[config.mk]
export PLATFORM = sky130hd
export DESIGN_NAME = grm_queue
export DESIGN_NICKNAME = d
export VERILOG_FILES = /design/src/rtl/grm_pkg.sv /design/src/rtl/grm_queue.sv
export SDC_FILE = /design/constraint.sdc
export NUM_CORES = 1
export LEC_CHECK = 0
export BUFFER_PORTS_ARGS = -buffer_cell sky130_fd_sc_hd__buf_4
export CAP_MARGIN = 20
export CORE_ASPECT_RATIO = 0.7
export CORE_MARGIN = 4
export CORE_UTILIZATION = 59
export CTS_BUF_LIST = sky130_fd_sc_hd__clkbuf_4 sky130_fd_sc_hd__clkbuf_8
export DETAILED_ROUTE_END_ITERATION = 6
export PLACE_DENSITY = 0.88
export SLEW_MARGIN = 20
export SYNTH_ARGS = -nofsm -noshare
export SYNTH_HDL_FRONTEND = slang
export SYNTH_SLANG_ARGS = --single-unit
[constraint.sdc]
create_clock -name clk -period 12.08 [get_ports clk]
set_clock_uncertainty 0.15 [all_clocks]
set_input_delay 1.208 -clock clk [delete_from_list [all_inputs] [get_ports clk]]
set_output_delay 1.208 -clock clk [all_outputs]
set_load 0.005 [all_outputs]
[src/rtl/grm_pkg.sv]
package grm_pkg;

    localparam int CHANNELS     = 8;
    localparam int CHANNEL_W    = 3;
    localparam int GAIN_W       = 40;
    localparam int TARGET_W     = 24;
    localparam int LEN_W        = 16;
    localparam int SAMPLE_W     = 24;
    localparam int DEST_W       = 32;
    localparam int THRESH_W     = 23;
    localparam int EPS_W        = 20;
    localparam int CFG_DATA_W   = 23;
    localparam int CFG_INDEX_W  = 1;
    localparam int QUEUE_DEPTH  = 2;
    localparam int S_TDATA_W    = 104;
    localparam int M_TDATA_W    = 64;

    // Register indexes of the configuration port.
    localparam logic [CFG_INDEX_W-1:0] REG_SILENCE_THRESHOLD = 1'b0;
    localparam logic [CFG_INDEX_W-1:0] REG_RAMP_EPSILON      = 1'b1;

    localparam logic [THRESH_W-1:0] SILENCE_THRESHOLD_RESET = 23'd16;
    localparam logic [EPS_W-1:0]    RAMP_EPSILON_RESET      = 20'd8192;

    // Operation codes carried in tuser.
    localparam logic OP_MIX  = 1'b0;
    localparam logic OP_RAMP = 1'b1;

    typedef enum logic [1:0] {
        CMD_MIX  = 2'd0,
        CMD_PASS = 2'd1,
        CMD_RAMP = 2'd2
    } cmd_kind_t;

    typedef struct packed {
        cmd_kind_t                    kind;
        logic [CHANNEL_W-1:0]         channel;
        logic signed [TARGET_W-1:0]   target_gain;
        logic [LEN_W-1:0]             ramp_length;
        logic signed [SAMPLE_W-1:0]   sample;
        logic signed [DEST_W-1:0]     dest_in;
    } cmd_t;

    typedef struct packed {
        logic              start;
        logic [GAIN_W-1:0] dividend;
        logic [LEN_W-1:0]  divisor;
    } div_req_t;

    typedef struct packed {
        logic              done;
        logic [GAIN_W-1:0] quotient;
    } div_rsp_t;

endpackage

[src/rtl/grm_queue.sv]
module grm_queue
    import grm_pkg::*;
(
    input  logic clk,
    input  logic rst_n,
    input  logic push,
    input  cmd_t push_cmd,
    output logic full,
    output logic valid,
    input  logic pop,
    output cmd_t head
);

    localparam int PTR_W = (QUEUE_DEPTH > 1) ? $clog2(QUEUE_DEPTH) : 1;
    localparam int CNT_W = $clog2(QUEUE_DEPTH + 1);
    localparam logic [PTR_W-1:0] PTR_LAST  = PTR_W'(QUEUE_DEPTH - 1);
    localparam logic [CNT_W-1:0] CNT_DEPTH = CNT_W'(QUEUE_DEPTH);

    cmd_t             slot_reg [QUEUE_DEPTH];
    logic [PTR_W-1:0] wr_ptr_reg, wr_ptr_next;
    logic [PTR_W-1:0] rd_ptr_reg, rd_ptr_next;
    logic [CNT_W-1:0] count_reg, count_next;
    logic             do_push;
    logic             do_pop;

    assign full    = count_reg == CNT_DEPTH;
    assign valid   = count_reg != '0;
    assign head    = slot_reg[rd_ptr_reg];
    assign do_push = push && !full;
    assign do_pop  = pop && valid;

    always_comb
    begin
        wr_ptr_next = wr_ptr_reg;
        rd_ptr_next = rd_ptr_reg;
        count_next  = count_reg;
        if (do_push)
        begin
            wr_ptr_next = (wr_ptr_reg == PTR_LAST) ? '0 : wr_ptr_reg + 1'b1;
        end
        if (do_pop)
        begin
            rd_ptr_next = (rd_ptr_reg == PTR_LAST) ? '0 : rd_ptr_reg + 1'b1;
        end
        if (do_push && !do_pop)
        begin
            count_next = count_reg + 1'b1;
        end
        else if (do_pop && !do_push)
        begin
            count_next = count_reg - 1'b1;
        end
    end

    always_ff @(posedge clk or negedge rst_n)
    begin
        if (!rst_n)
        begin
            wr_ptr_reg <= '0;
            rd_ptr_reg <= '0;
            count_reg  <= '0;
        end
        else
        begin
            wr_ptr_reg <= wr_ptr_next;
            rd_ptr_reg <= rd_ptr_next;
            count_reg  <= count_next;
        end
    end

    always_ff @(posedge clk)
    begin
        if (do_push)
        begin
            slot_reg[wr_ptr_reg] <= push_cmd;
        end
    end

endmodule

---- After elaboration in Yosys (flattened, before gate mapping) ----
Memory sizes are Yosys's and may differ from the RTL's.
Cells that the tools add are included.
operators by class
  add/subtract/negate cells ............... 4
  eq/ne operators ......................... 1
  muxes and demuxes ....................... 6
  reduce and logical (&&, ||, !) cells .... 9
operators by type and width
  operator                                           count
  logical AND 1 bit                                  4
  2-to-1 mux 1 bit                                   4
  2-to-1 mux 2 bit                                   2
  nonzero test 2 bit                                 2
  zero test 1 bit                                    3
  adder 1 bit (second input constant)                2
  adder 2 x 1 -> 2 bit (second input constant)       1
  == test 2 bit (second input constant)              1
  subtractor 2 x 1 -> 2 bit (second input constant)  1
word-level totals
  bits in registers ....................... 4
  bits in writable memories ............... 202
  input bits .............................. 105
  output and inout bits ................... 103
  word-level logic and storage cells ...... 24
  memories ................................ 1
memories
  memory    depth  bits a word  rd ports  clocked after Yosys merged registers in  write ports  line             text
  slot_reg  2      101          1         0                                        1            grm_queue.sv:19  cmd_t slot_reg [QUEUE_DEPTH];

---- Longest topological paths before layout ----
  depth after elaboration ................. 7
  depth in mapped cells ................... 7
  depth with buffers taken out ............ 7

---- Least setup slack after synthesis ----
Ideal clock, no wire load.
  path kind ............................... input to register
  start ................................... in push
  end ..................................... mem slot_reg[0][0] (netlist bit), enable pin
  setup time .............................. 0.562 ns
  arrival ................................. 5.501 ns
  required time ........................... 11.368 ns
  slack ................................... 5.868 ns
  cell stages on the path ................. 2
  buffers on the path ..................... 0
  path through ............................ nand2_1 -> nor2_1
on the way
  word-level cells in the longest chain between the ends .. 3
RTL lines
  what                                    line             text
  from (decl)                             grm_queue.sv:6   input logic push,
  logical AND 1 bit                       grm_queue.sv:29  assign do_push = push && !full;
  2-to-1 mux 1 bit                        grm_queue.sv:73  if (do_push)
  2-to-1 mux 1 bit (implied by the code)  grm_queue.sv:75  slot_reg[wr_ptr_reg] <= push_cmd;
  to (decl)                               grm_queue.sv:19
Every way passes these cells.

==> run_results.csv <==
group,metric,value,unit
power,vdd_ir_drop_max,0.247,mV
grt,grt_pass1_vias,4299,
layout,utilization,0.794,
grt,grt_pass1_wl,23200,µm
route,dr.first_iter.drc_count,148,
grt,grtUsageMet2,0.327,
critical_path,endpoint_kind,"output port",
timing,rsz0062_at_grt,"false",
placed_design,pre_cts_slack,8280,ps
synth,syn-num-nets,439,
layout,area_delta_synth_final,29.0,%
critical_path,worst_ep_required_time,10720,ps
synth,avgSynthCellArea,23.4,µm²
clock_tree,path_clk_slew,60,ps
outcome,outcome,"completed",
synth,ys_warn_count,0,
critical_path,cp_top_family,"buffers and inverters",
critical_path,worstSetupPathDepth,3,
clock_tree,cts_tree,"yes",
layout,fin_nets,670,
critical_path,crit_arrival,2970,ps
route,drt_first_pass_iters,4,
clock_tree,cts.sinks,206,
critical_path,crit_fanout,53,
clock_tree,cts_hold_buffers,0,
placed_design,place_congestion,0.788,
route,via_per_inst,5.22,
timing,final.setup.worst_slack,7750,ps
route,routedWlPerCell,20.4,µm
floorplanning,die_y,104,µm
floorplanning,core.rowCount,34,
synth,syn_inst,333,
clock_tree,root_buffer,"clkbuf_8",
placed_design,portBuffers,207,
layout,finish.instance_area,10100,µm²
clock_tree,post_cts_buffers,0,
floorplanning,die_area,15200,µm²
power,power,0.00234,W
floorplanning,fp.coreArea,12700,µm²
timing,setup_tns,0,ps
timing,finalMaxSlewViolations,0,
synth,syn-cell-area,7810,µm²
clock_tree,cts_resized,0,
power,power.density,232,nW/µm²
grt,grt_util_met3,0.0727,
layout,drive_gt1_frac,0.625,
critical_path,crit_chain,"buf_4 -> mux2_2 -> buf_4",
critical_path,critPathBufInv,2,
critical_path,cpPeakStageDelay,960,ps
grt,antenna_found_initial,0,
floorplanning,die_x,146,µm
critical_path,cp_slowest_cell,"dfrtp_4",
timing,tightest_slew,970,ps
clock_tree,clk_latency,520,ps
timing,period_needed,4330,ps
layout,n_antenna_cell,0,
timing,max_freq,231,MHz
placed_design,dp_hpwl,10100,µm
route,vias,3886,
timing,fin_crit_sh,0.358,
grt,grt_max_degree,83,
floorplanning,ios,208,
clock_tree,cts.path.max_buffers,3,
synth,ys_seq_area_frac,0.790,
run,maxCapViolCount,0,
clock_tree,h-tree-depth,1,
critical_path,worst_setup_path_start_kind,"register",
layout,largest_reg_flops,202,
layout,n_fill_cell,662,
grt,use_met1,0.247,
floorplanning,initial_core_util,0.616,
grt,gr-total-overflow,0,
route,final_antenna_net_count,0,
placed_design,place_area,9520,µm²
timing,hold_violations,0,
grt,grt_usage,0.196,
route,wl,15200,µm
grt,grt-busiest-layer,"met2",
min_path,hold_path.class,"input port to asynchronous set/reset pin",
power,power_leakage,4.04,nW
timing,setup_viol,0,
layout,mostFrequentLayoutCells,"buf_4, edfxtp_1, mux2_4, clkbuf_8, mux2_2",
timing,max_slew_margin,0.354,
critical_path,reg2regPathDepth,5,
critical_path,critPathKind,"register to output port",
clock_tree,cts_buffers,29,
route,drc,0,
synth,yosys.cell_types.count,16,
layout,final_common_cell,"buf_4",
critical_path,path_common_cell,"buf_4",
synth,synth-seq-cells,206,
cell families (layout without fill, tap and decap cells):
group | count (synthesis) | in the layout | synth area share
DFF | 206 | 206 | 0.790
muxes | 101 | 101 | 0.184
buffers and inverters | 13 | 262 | 0.0147
and+or+nand+nor | 7 | 7 | 0.00433
xor gates and xnor gates | 5 | 5 | 0.00561
adders and majority gates | 1 | 1 | 0.00160
report_power, final:
part           internal (W)  switching, W  total (W)
combinational      0.000460      0.000305   0.000765
clock              0.000277      0.000233   0.000510
sequential         0.000979     0.0000834    0.00106
worst paths after layout:
path / from / endpoint / slack (ps)
setup / recovery: rd_ptr_reg$_DFFE_PN0P_ / head[84] / 7750
hold / removal: rst_n / wr_ptr_reg$_DFFE_PN0N_ / 330
setup reg to reg: count_reg[0]$_DFFE_PN0P_ / slot_reg[0][73]$_DFFE_PP_ / 9410
hold reg to reg: count_reg[1]$_DFFE_PN0P_ / count_reg[1]$_DFFE_PN0P_ / 350
max in group asynchronous: rst_n / rd_ptr_reg$_DFFE_PN0P_ / 11330
min in group clk: count_reg[1]$_DFFE_PN0P_ / count_reg[1]$_DFFE_PN0P_ / 350
cell usage after synthesis:
library cell  count  area share
and3_1            1     0.00080
buf_2             2      0.0013
buf_4             1     0.00096
buf_6             8       0.012
dfrtp_1           4       0.013
edfxtp_1        202        0.78
ha_1              1      0.0016
inv_1             2     0.00096
mux2_2           21       0.030
mux2_4           80        0.15
nand2_1           2     0.00096
nand2b_1          1     0.00080
nor2_1            2     0.00096
or2_2             1     0.00080
xnor2_1           3      0.0034
xor2_1            2      0.0022
per-layer routing:
metal  routed length, µm  vias to the layer above
li1                    -                     1779
met1                6080                     1885
met2                7380                      196
met3                1450                       26
met4                 250                        0
met5                   0                        -
per-stage QoR:
| step | cells | hold slack [ps] |
|---|---|---|
| 2_1_floorplan | 333 | 306 |
| 3_3_place_gp | 694 | 328 |
| 3_5_place_dp | 695 | 330 |
| 4_1_cts | 744 | 301 |
| 5_1_grt | 744 | 289 |
| 6_report | 744 | 327 |
cell type report:
class | instances | area, µm² | area share
clock inverter | 3 | 17.5 | 0.00174
multi-input combinational | 114 | 1540 | 0.153
timing repair buffer | 211 | 1600 | 0.159
tap | 162 | 203 | 0.0201
inverter | 2 | 7.51 | 0.000745
sequential | 206 | 6170 | 0.613
clock buffer | 46 | 533 | 0.0529
worst reg2reg max path, cell delays in order, from the launching register on:
cell	delay [ps]
dfrtp_1	410
nand2b_1	170
nand2_1	140
nor2_4	460
buf_12	270
buf_4	670
(Power assumes the default switching activity.)
