$ cat src/rtl/grm_pkg.sv
package grm_pkg;

    localparam int CHANNELS     = 8;
    localparam int CHANNEL_W    = 3;
    localparam int GAIN_W       = 40;
    localparam int TARGET_W     = 24;
    localparam int LEN_W        = 16;
    localparam int SAMPLE_W     = 24;
    localparam int DEST_W       = 32;
    localparam int THRESH_W     = 23;
    localparam int EPS_W        = 20;
    localparam int CFG_DATA_W   = 23;
    localparam int CFG_INDEX_W  = 1;
    localparam int QUEUE_DEPTH  = 2;
    localparam int S_TDATA_W    = 104;
    localparam int M_TDATA_W    = 64;

    // Register indexes of the configuration port.
    localparam logic [CFG_INDEX_W-1:0] REG_SILENCE_THRESHOLD = 1'b0;
    localparam logic [CFG_INDEX_W-1:0] REG_RAMP_EPSILON      = 1'b1;

    localparam logic [THRESH_W-1:0] SILENCE_THRESHOLD_RESET = 23'd16;
    localparam logic [EPS_W-1:0]    RAMP_EPSILON_RESET      = 20'd8192;

    // Operation codes carried in tuser.
    localparam logic OP_MIX  = 1'b0;
    localparam logic OP_RAMP = 1'b1;

    typedef enum logic [1:0] {
        CMD_MIX  = 2'd0,
        CMD_PASS = 2'd1,
        CMD_RAMP = 2'd2
    } cmd_kind_t;

    typedef struct packed {
        cmd_kind_t                    kind;
        logic [CHANNEL_W-1:0]         channel;
        logic signed [TARGET_W-1:0]   target_gain;
        logic [LEN_W-1:0]             ramp_length;
        logic signed [SAMPLE_W-1:0]   sample;
        logic signed [DEST_W-1:0]     dest_in;
    } cmd_t;

    typedef struct packed {
        logic              start;
        logic [GAIN_W-1:0] dividend;
        logic [LEN_W-1:0]  divisor;
    } div_req_t;

    typedef struct packed {
        logic              done;
        logic [GAIN_W-1:0] quotient;
    } div_rsp_t;

endpackage

$ cat src/rtl/grm_div.sv
module grm_div
    import grm_pkg::*;
(
    input  logic     clk,
    input  logic     rst_n,
    input  div_req_t req,
    output div_rsp_t rsp
);

    localparam int CNT_W = $clog2(GAIN_W);
    localparam logic [CNT_W-1:0] CNT_LAST = CNT_W'(GAIN_W - 1);

    logic              busy_reg, busy_next;
    logic              done_reg, done_next;
    logic [CNT_W-1:0]  cnt_reg, cnt_next;
    logic [GAIN_W-1:0] dvd_reg, dvd_next;
    logic [LEN_W-1:0]  rem_reg, rem_next;
    logic [LEN_W-1:0]  dsr_reg, dsr_next;
    logic [LEN_W:0]    trial;
    logic [LEN_W:0]    diff;
    logic              ge;

    // Restoring division, one quotient bit per cycle; quotient bits shift
    // into the dividend register as the dividend shifts out.
    assign trial = {rem_reg, dvd_reg[GAIN_W-1]};
    assign ge    = trial >= {1'b0, dsr_reg};
    assign diff  = trial - {1'b0, dsr_reg};

    always_comb
    begin
        busy_next = busy_reg;
        done_next = 1'b0;
        cnt_next  = cnt_reg;
        dvd_next  = dvd_reg;
        rem_next  = rem_reg;
        dsr_next  = dsr_reg;
        if (req.start)
        begin
            busy_next = 1'b1;
            cnt_next  = '0;
            dvd_next  = req.dividend;
            rem_next  = '0;
            dsr_next  = req.divisor;
        end
        else if (busy_reg)
        begin
            dvd_next = {dvd_reg[GAIN_W-2:0], ge};
            rem_next = ge ? diff[LEN_W-1:0] : trial[LEN_W-1:0];
            cnt_next = cnt_reg + 1'b1;
            if (cnt_reg == CNT_LAST)
            begin
                busy_next = 1'b0;
                done_next = 1'b1;
            end
        end
    end

    always_ff @(posedge clk or negedge rst_n)
    begin
        if (!rst_n)
        begin
            busy_reg <= 1'b0;
            done_reg <= 1'b0;
            cnt_reg  <= '0;
        end
        else
        begin
            busy_reg <= busy_next;
            done_reg <= done_next;
            cnt_reg  <= cnt_next;
        end
    end

    always_ff @(posedge clk)
    begin
        dvd_reg <= dvd_next;
        rem_reg <= rem_next;
        dsr_reg <= dsr_next;
    end

    assign rsp.done     = done_reg;
    assign rsp.quotient = dvd_reg;

endmodule

$ cat config.mk
export PLATFORM = sky130hd
export DESIGN_NAME = grm_div
export DESIGN_NICKNAME = d
export VERILOG_FILES = /design/src/rtl/grm_pkg.sv /design/src/rtl/grm_div.sv
export SDC_FILE = /design/constraint.sdc
export NUM_CORES = 1
export LEC_CHECK = 0
export ABC_CLOCK_PERIOD_IN_PS = 7040
export BUFFER_PORTS_ARGS = -buffer_cell sky130_fd_sc_hd__buf_2
export CORE_MARGIN = 4
export CORE_UTILIZATION = 60
export CTS_BUF_LIST = sky130_fd_sc_hd__clkbuf_4 sky130_fd_sc_hd__clkbuf_8
export DETAILED_ROUTE_END_ITERATION = 10
export PLACE_DENSITY = 0.95
export SYNTH_ARGS = -nofsm -noshare
export SYNTH_HDL_FRONTEND = slang
export SYNTH_SLANG_ARGS = --single-unit
$ cat constraint.sdc
create_clock -name clk -period 7.04 [get_ports clk]
set_clock_uncertainty 0.15 [all_clocks]
set_input_delay 1.76 -clock clk [delete_from_list [all_inputs] [get_ports clk]]
set_output_delay 1.76 -clock clk [all_outputs]
set_load 0.005 [all_outputs]
# Yosys cells after proc, flatten, opt, wreduce, memory -nomap -nowiden
# Cells that the tools add are included.
word_totals:
  ff_bits: 80
  input_bits: 59
  output_inout_bits: 41
classes:
  addsub: 2
  order_cmp: 1
  eq_ne: 1
  mux: 11
  n_reduce_logical: 1
ops:
  columns: ["operator", "count"]
  rows:
  - ["two-way mux 40 bit", 2]
  - [">= comparator 17 x 16 -> 1 bit", 1]
  - ["two-way mux 16 bit", 1]
  - ["subtractor 16 bit", 1]
  - ["two-way mux 6 bit", 2]
  - ["adder 6 x 1 -> 6 bit (second input constant)", 1]
  - ["== test 6 bit (second input constant)", 1]
  - ["two-way mux 1 bit", 6]
  - ["nonzero test 2 bit", 1]

# Longest topological paths before layout
# Gate-level depths: netlist of the first run.
depth:
  word_depth: 4
  ltp_mapped: 11
  depth_no_buf: 9

# Worst setup path after synthesis of the first run
# No wires, ideal clock.
synth_timing:
  path_kind: "input port to flip-flop"
  from: "in req[56] (netlist bit)"
  to: "reg dvd_reg[0] (enable)"
  setup_ns: 0.395
  t_arrival_ns: 2.619
  slack_ns: 3.877
  cell_stages: 2
  n_path_buf: 0
  path_cell_list: "nor2_1 -> inv_1"
synth_between:
  elab_chain_len: 1
synth_lines:
  columns: ["element", "line_no", "rtl"]
  rows:
  - ["start, declared", "grm_div.sv:6", "input div_req_t req,"]
  - ["nonzero test 2 bit (no line)", null, null]
  - ["end signal, assigned", "grm_div.sv:76", "dvd_reg <= dvd_next;"]
  - ["end, declared", "grm_div.sv:16", "logic [GAIN_W-1:0] dvd_reg, dvd_next;"]
# No other way between the ends.
# A chain may end at the register's enable or synchronous reset.

==> results of run 1 <==
==> metrics by stage <==
step	instances	utilization	area, um^2	setup WS (ns)
global route	568	0.729	5010	3.44
floorplan	372	-	4270	3.88
detailed placement	552	0.700	4810	3.24
finish	568	0.729	5010	3.57
CTS	568	0.729	5010	3.61
global placement	552	0.700	4810	3.32
==> worst min-delay path by stage <==
stage	start	endpoint	slack, ns	depth (start not counted)
2_1_floorplan	rem_reg[1]$_SDFFE_PP0P_	rem_reg[1]$_SDFFE_PP0P_	0.31	2
3_3_place_gp	rem_reg[4]$_SDFFE_PP0P_	rem_reg[4]$_SDFFE_PP0P_	0.35	2
3_5_place_dp	rem_reg[4]$_SDFFE_PP0P_	rem_reg[4]$_SDFFE_PP0P_	0.36	2
4_1_cts	rem_reg[4]$_SDFFE_PP0P_	rem_reg[4]$_SDFFE_PP0P_	0.37	2
5_1_grt	rem_reg[6]$_SDFFE_PP0P_	rem_reg[6]$_SDFFE_PP0P_	0.40	2
6_report	rem_reg[6]$_SDFFE_PP0P_	rem_reg[6]$_SDFFE_PP0P_	0.38	2
==> worst register-to-register path, cell delays in order, from the launching register on <==
cell	delay, ns
edfxtp_1	0.33
inv_1	0.05
ha_1	0.41
a21oi_1	0.42
o31ai_1	0.17
a21oi_1	0.25
o21a_1	0.54
a221oi_1	0.24
a2111oi_2	0.33
==> kinds of logic after synthesis <==
group,synth area share
buffers and inverters,0.0390
AOI/OAI and AO/OA,0.149
DFF,0.516
muxes,0.108
xor gates and xnor gates,0.0246
adders and majority gates,0.0545
and+or+nand+nor,0.109
==> synthesized netlist by cell type, types with 6 or more instances <==
library cell | n | area [um^2]
o31ai_1 | 7 | 52.6
dfrtp_1 | 8 | 200
nand2_1 | 14 | 52.6
clkbuf_1 | 6 | 22.5
inv_1 | 21 | 78.8
nor3_1 | 7 | 35.0
xnor2_1 | 8 | 70.1
a21o_1 | 8 | 60.1
a311oi_1 | 10 | 87.6
edfxtp_1 | 56 | 1680
ha_1 | 17 | 213
dfxtp_1 | 16 | 320
o21ai_0 | 15 | 75.1
nor2_1 | 27 | 101
a21oi_1 | 20 | 100
and2_1 | 6 | 37.5
mux2_2 | 39 | 439
buf_2 | 6 | 30.0
nand3_1 | 13 | 65.1
==> per-layer routing <==
metal	wire length, um	track usage	vias to the layer above
met5	0	0	-
met4	292	0.134	0
met3	1010	0.0674	31
met2	5370	0.439	195
met1	4120	0.318	1634
li1	-	-	1595
==> report_power, final <==
| part | switching (uW) | internal (uW) | leakage [uW] | total, uW |
|---|---|---|---|---|
| Combinational | 196 | 157 | 0.00120 | 353 |
| Clock | 183 | 170 | 0.000102 | 353 |
| Sequential | 38.1 | 563 | 0.000815 | 601 |
==> layout make-up <==
| cell class | count | area, um^2 | share of cell area |
|---|---|---|---|
| sequential | 80 | 2200 | 0.440 |
| multi-input combinational | 254 | 1900 | 0.379 |
| timing repair buffer | 101 | 510 | 0.102 |
| clock buffer | 10 | 131 | 0.0262 |
| tap | 96 | 120 | 0.0240 |
| inverter | 21 | 78.8 | 0.0157 |
| clock inverter | 6 | 67.6 | 0.0135 |
==> metrics.txt, run 1 <==
outcome finished clean; Core ar. 0.00687 mm^2; DRC marker count from the first detailed-route iteration 295; Reg clk slew, reported paths 0.09 ns; final setup fails 0; flops & latches, synth 80; ys async rst share 0.100; Initial Util 0.621; Antenna Cells 0; DIE HEIGHT 92.3 um; Setup crit start req[56]; die width 92.3 um; critical path class input port to flip-flop; PostCTS Resize Cnt 0; Congestion Overflow GR 0; Worst-Skew Late Latency 0.36 ns; YS warnings 0; Max FO, Critical Path 53; pin count of the biggest net entering global routing 54; Leakage 0.00212 uW; Netlist Area Pre-Place 0.00427 mm^2; crit-path leading delay family buffers and inverters; Slew Viols, Final 0; Reg2Reg Launch Point dsr_reg[10]$_DFFE_PP_; Critical Path AT 3.56 ns; syn nets roughly 450; wire per inst 19.0 um; First-pass DRT Iterations 5; Worst Path Buf+Inv 2; Num CTS Buffers 9; crit path to rem_reg[15]$_SDFFE_PP0P_; Buffers on Ports 99; Reg2Reg Capture Point rem_reg[9]$_SDFFE_PP0P_; f_max 0.288 GHz; Area Overhead vs Synth 17.4%; postcts setup bufs 0; startpoint types input port; Pwr Density 261 mW/mm^2; Netlist cell types 52; Residual DRC 0; hold_ws 0.375 ns; setup TNS 0 ns; post-synthesis cell count around 370; setup slack, reg-to-reg around 4 ns; Primary FF master, synth edfxtp_1; final WL around 11,000 um; GRT Overall Usage 0.264; number of global-route vias before repair 3,609; final critical-path share of the clock period 0.493; I/O pin count 100; via count of the routed design between 3,000 and 4,000; Final Wtd Congestion 0.870; nets@finish roughly 540; Final ANT Viol Nets 0; max FFs per register 40; num rows 30; via/cell ratio around 6; CTS tree done; H-tree Lvls 3; Die Area 0.00852 mm^2; average size of a mapped cell 11.5 um^2; max cap viols 0; global-route wire length before repair about 18,000 um; fin crit period approximately 3.5 ns; crit end category flip-flop; VDD IR max 186 uV; Final Power 1310 uW; Slowest-stage cell, CP buf_4; RSZ-0062 raised after global routing no; commonest non-fill, non-tap cell in the layout buf_2; hold_buf cts 0; Crit path depth 5; final hold viol count 0; CP Cell Sequence buf_2, buf_4, nor2_1, a41oi_1, o21ai_1; CTS Buffer Depth 2; CTS root buf clkbuf_8; post-DP HPWL 7810 um; slew margin rel. 0.314; HP Class flip-flop to flip-flop; most frequent cells in the layout buf_2, edfxtp_1, mux2_2; CP max stage delay a little over 0.6 ns; final-layout fill cell count between 400 and 500; Worst R2R Path Depth 8; layout cell share with drive strength beyond 1 0.341; Sink Count 80; initial antenna violation count 0; sequential area share after synthesis 0.516; WP data required 7.13 ns; Worst-Margin Slew roughly 1.0 ns; Post-synth EDFFs 56
No activity file was read; power rests on OpenSTA's default activity.
==> run 2: changes to the inputs <==
Settings changed: ABC_CLOCK_PERIOD_IN_PS 7040 to 3650, CORE_UTILIZATION 60 to 56, PLACE_DENSITY 0.95 to 0.94.
Clock period 7.04 ns to 3.65 ns, I/O delays scaled along.
==> metrics.txt, run 2 (synthesis results as in run 1) <==
GRT Overall Usage 0.246; WP data required 3.76 ns; register share of total power 0.451; final critical-path share of the clock period 0.764; hold_buf cts 0; HP Class input port to asynchronous set/reset pin; PostCTS Resize Cnt 0; post-DP HPWL 7670 um; Critical Path AT 2.89 ns; Initial Util 0.582; CTS root buf clkbuf_8; worst setup margin 0.863 ns; CTS Buffer Depth 2; Gate power share 0.263; pin count of the biggest net entering global routing around 40; Post-Place Setup Slack a little over 0.9 ns; First-pass DRT Iterations 4; Worst R2R Path Depth 8; DRC marker count from the first detailed-route iteration 239; wire per inst 18.2 um; Switching Fraction 0.303; layout cell share with drive strength beyond 1 0.342; startpoint types flip-flop; final hold viol count 0; max cap viols 0; Reg2Reg Capture Point rem_reg[9]$_SDFFE_PP0P_; Max FO, Critical Path 17; fin crit period 2.79 ns; initial antenna violation count 0; area occupied by multi-input gates 0.00190 mm^2; Post-Layout Inst Area just over 0.005 mm^2; Final ANT Viol Nets 0; Slew Viols, Final 0; Clk network pwr share 0.286; max FFs per register 40; CP Cell Sequence inv_1, ha_1, a21oi_1, o31ai_1, a21oi_1, o21a_1, a221oi_1, a2111oi_2; final-layout fill cell count 513; DIE HEIGHT between 90 and 100 um; Residual DRC 0; final setup fails 0; CP max stage delay 0.53 ns; critical path class flip-flop to flip-flop; Area Overhead vs Synth 18.4%; Die Area 0.00908 mm^2; f_max between 0.3 and 0.4 GHz; Reg clk slew, reported paths 0.09 ns; commonest non-fill, non-tap cell in the layout buf_2; via count of the routed design ~3,400; postcts setup bufs 0; setup slack, reg-to-reg 0.86 ns; internal cell power about 1800 uW; H-tree Lvls 3; Worst-Margin Slew 0.775 ns; Most common cell on crit path a21oi_1; setup TNS 0 ns; CTS tree done; Post-DP Area just under 0.005 mm^2; Core ar. approximately 0.0073 mm^2; num rows 31; Net Switching between 700 and 800 uW; Congestion Overflow GR 0; I/O pin count 100; die width roughly 95 um; number of global-route vias before repair 3,535; Buffers on Ports 99; register area 0.00220 mm^2; crit end category flip-flop; Pwr Density approximately 510 mW/mm^2; nets@finish around 550; Antenna Cells 0; via/cell ratio 5.91; Sink Count 80; most frequent cells in the layout buf_2, edfxtp_1, mux2_2; VDD IR max 373 uV; Final Wtd Congestion 0.839; RSZ-0062 raised after global routing no; slew margin rel. 0.483; Slowest-stage cell, CP o21a_1; Leakage 0.00214 uW; global-route wire length before repair 17,200 um; Num CTS Buffers 9; Reg2Reg Launch Point dsr_reg[10]$_DFFE_PP_; outcome finished clean; final WL 10,400 um; Layout Utilization 0.689; Worst-Skew Late Latency 0.35 ns
## run 2: cell types whose count changed in the layout (fill, tap and decap cells not counted), sizes merged
cell / previous run / this run
buf: 101 / 103
bufinv: 1 / 2
clkinv: 2 / 1
clkinvlp: 1 / 0
inv: 23 / 24
## run 2: power by group through the flow
stage	sequential, uW	combinational (uW)	clock [uW]
6_report	1160	676	733
5_1_grt	1170	750	784
4_1_cts	1160	670	740
3_5_place_dp	1170	663	0
3_3_place_gp	1170	637	0
2_1_floorplan	1160	472	0
## run 2: routing by layer
layer	share of wire	GRT usage	vias to the layer above	wire, um
met5	0	0	-	0
met2	0.50	0.417	169	5260
met3	0.11	0.110	21	1110
li1	-	-	1593	-
met4	0.019	0.0709	0	194
met1	0.37	0.280	1605	3880
## run 2: worst max-delay path by stage
stage	startpoint	to	slack [ns]	cells after the start
final	dsr_reg[10]$_DFFE_PP_	rem_reg[9]$_SDFFE_PP0P_	0.86	8
after global routing	dsr_reg[10]$_DFFE_PP_	rem_reg[9]$_SDFFE_PP0P_	0.65	8
after CTS	dsr_reg[10]$_DFFE_PP_	rem_reg[9]$_SDFFE_PP0P_	0.91	8
after detailed placement	dsr_reg[10]$_DFFE_PP_	rem_reg[9]$_SDFFE_PP0P_	0.91	8
after global placement	dsr_reg[10]$_DFFE_PP_	rem_reg[9]$_SDFFE_PP0P_	1.05	8
after floorplan	req[56]	dvd_reg[0]$_DFFE_PP_	1.33	2
## run 2: layout make-up
type	count	area share
well taps	99	0.0245
flip-flops and latches	80	0.436
clock inverters	6	0.0178
repair buffers	103	0.104
clock buffers	10	0.0260
inverters	21	0.0156
multi-input cells	254	0.376
## run 2: worst max-delay path: cells and delay by family (launching register included)
family          cells  cell delay (ns)
compound gates      6             1.73
buf+inv             1             0.05
fa+ha+maj           1             0.41
flops               1             0.34
## run 2: per-stage QoR
step	total power [uW]	std cells	hold slack, ns
6_report	2570	573	0.236
5_1_grt	2700	573	0.225
4_1_cts	2570	573	0.229
3_5_place_dp	1840	557	0.348
3_3_place_gp	1800	557	0.343
2_1_floorplan	1630	372	0.311
==> run 3: changes to the inputs <==
Settings changed: ABC_AREA set to 1, ABC_CLOCK_PERIOD_IN_PS 3650 to 2300, CORE_UTILIZATION 56 to 51, PLACE_DENSITY 0.94 to 0.9.
Clock period 3.65 ns to 2.3 ns, I/O delays scaled along.
==> metrics.txt, run 3 <==
f_max 0.464 GHz; Finished Layout Cells ~770; Worst-Skew Late Latency 0.36 ns; Residual DRC 0; Antenna Cells 0; Reg2Reg Capture Point rem_reg[3]$_SDFFE_PP0P_; top cells by area, synth edfxtp_1, nand2_1, dfxtp_1; Layout Utilization 0.635; layout cell share with drive strength beyond 1 0.231; First-pass DRT Iterations 5; via count of the routed design ~4,000; HP Class input port to flip-flop; final-layout fill cell count 694; Post-synth EDFFs 56; CTS root buf clkbuf_8; Initial Util 0.531; CTS Buffer Depth 2; VDD IR max between 500 and 600 uV; final critical-path share of the clock period 0.936; Crit path depth 12; max cap viols 0; Sink Count 80; crit path to rem_reg[3]$_SDFFE_PP0P_; Final ANT Viol Nets 0; Post-synth top cells nand2_1, inv_1, edfxtp_1, nand3_1, nor2_1; Post-Place Setup Slack approximately 0.15 ns; Final Power 5490 uW; GRT Overall Usage 0.231; syn nets 630; startpoint types flip-flop; final WL about 11,000 um; sequential area share after synthesis 0.497; critical path class flip-flop to flip-flop; Netlist Area Pre-Place 0.00443 mm^2; Max FO, Critical Path 16; nets@finish 735; average size of a mapped cell around 8.0 um^2; outcome finished clean; Leakage between 0.002 and 0.003 uW; DRC marker count from the first detailed-route iteration 279; Die Area between 0.01 and 0.015 mm^2; worst setup margin about 0.15 ns; commonest non-fill, non-tap cell in the layout nand2_1; YS warnings 0; wire per inst 14.8 um; Final Wtd Congestion roughly 0.97; Area Overhead vs Synth 19.6%; CTS tree done; Worst Path Buf+Inv 2; Setup crit start dsr_reg[5]$_DFFE_PP_; Worst-Margin Slew 0.404 ns; setup slack, reg-to-reg 0.15 ns; DIE HEIGHT 101 um; number of global-route vias before repair ~4,100; crit end category flip-flop; Reg2Reg Launch Point dsr_reg[5]$_DFFE_PP_; WP data required 2.39 ns; Num CTS Buffers 9; Congestion Overflow GR 0; final hold viol count 0; most frequent cell after synthesis nand2_1; top-area cell type share of the netlist area 0.380; via/cell ratio 5.33; ys async rst share 0.100; die width ~100 um; Netlist cell types 36; CP max stage delay approximately 0.37 ns; H-tree Lvls 3; CP Cell Sequence inv_1, ha_1, nand2_2, nor2_2, nand4_1, nand2_2, nor2_8, buf_12, nand2_8, nand2_1, nand3_1, o21ai_0; most frequent cells in the layout nand2_1, buf_2, inv_1; I/O pin count 100; Buffers on Ports between 90 and 100; Slew Viols, Final 0; crit-path leading delay family simple AND/OR/NAND/NOR gates; post-synthesis cell count approximately 550; num rows 33; Pwr Density around 1000 mW/mm^2; pin count of the biggest net entering global routing 40; Primary FF master, synth edfxtp_1; fin crit period ~2.2 ns; global-route wire length before repair 18,800 um; Reg clk slew, reported paths ~0.090 ns; slew margin rel. 0.730; Synth area leader edfxtp_1; final setup fails 0; max FFs per register 40; Most common cell on crit path nand2_2; Worst R2R Path Depth 12; Critical Path AT 2.25 ns; Slowest-stage cell, CP edfxtp_1; initial antenna violation count 0; flops & latches, synth 80; post-DP HPWL roughly 8300 um; Core ar. 0.00834 mm^2; placed insts ~750; setup TNS 0 ns
run 3: cell types whose count changed after synthesis, moves of 8 or more:
cell      previous run  this run
a311oi_1            10         0
nand3_1             13        37
nand2_1             14       239
a21oi_1             20        11
a21o_1               8         0
mux2_2              39         0
inv_1               21        66
run 3: per-stage QoR:
step / instance area (um^2) / hold WS (ns)
4_1_cts: 5240 / 0.228
2_1_floorplan: 4430 / 0.129
3_5_place_dp: 5030 / 0.277
5_1_grt: 5300 / 0.228
6_report: 5300 / 0.235
3_3_place_gp: 5030 / 0.272
run 3: worst min-delay path by stage:
stage,cells past startpoint,start,to,slack (ns)
final,1,req[5],dsr_reg[5]$_DFFE_PP_,0.24
after global routing,1,req[7],dsr_reg[7]$_DFFE_PP_,0.23
after CTS,1,req[5],dsr_reg[5]$_DFFE_PP_,0.23
after detailed placement,1,rst_n,done_reg$_DFF_PN0_,0.28
after global placement,1,rst_n,done_reg$_DFF_PN0_,0.27
after floorplan,0,rst_n,busy_reg$_DFF_PN0_,0.13
run 3: cell type report:
cell class,instances,area [um^2],area share
tap,105,131,0.0248
clock buffer,10,131,0.0248
clock inverter,6,66.3,0.0125
timing repair buffer,110,606,0.114
sequential,80,2200,0.416
multi-input combinational,384,1880,0.356
inverter,73,274,0.0517
run 3: report_power, final:
part	total, uW	switching (uW)	internal (uW)
registers	1940	154	1790
logic	2460	1510	949
clock network	1090	573	521
run 3: kinds of logic (layout without fill, tap and decap cells):
| family | count (synthesis) | in the layout | share of synthesized area |
|---|---|---|---|
| AOI/OAI and AO/OA | 28 | 28 | 0.0348 |
| buffers and inverters | 89 | 199 | 0.0825 |
| adders and majority gates | 18 | 18 | 0.0526 |
| DFF | 80 | 80 | 0.497 |
| xor gates and xnor gates | 6 | 6 | 0.0119 |
| and+or+nand+nor | 332 | 332 | 0.321 |
run 3: worst reg2reg max path: stages, from the launching register on:
cell      delay [ns]
edfxtp_1        0.37
inv_1           0.06
ha_1            0.36
nand2_2         0.14
nor2_2          0.13
nand4_1         0.12
nand2_2         0.13
nor2_8          0.06
buf_12          0.14
nand2_8         0.13
nand2_1         0.08
nand3_1         0.08
o21ai_0         0.10
run 3: metal layers:
layer  track usage  wire length (um)  up-vias
met5             0                 0        -
met4        0.0869               279        0
met3        0.0709               963       24
met2         0.387              5550      183
met1         0.282              4580     1925
li1              -                 -     1958
run 3: what timing repair did:
action	in CTS	in global routing
hold buffers	1	0
hold endpoints to repair	8	0
endpoints found under the setup margin	0	5
gates resized for setup	0	6
buffers inserted	0	3
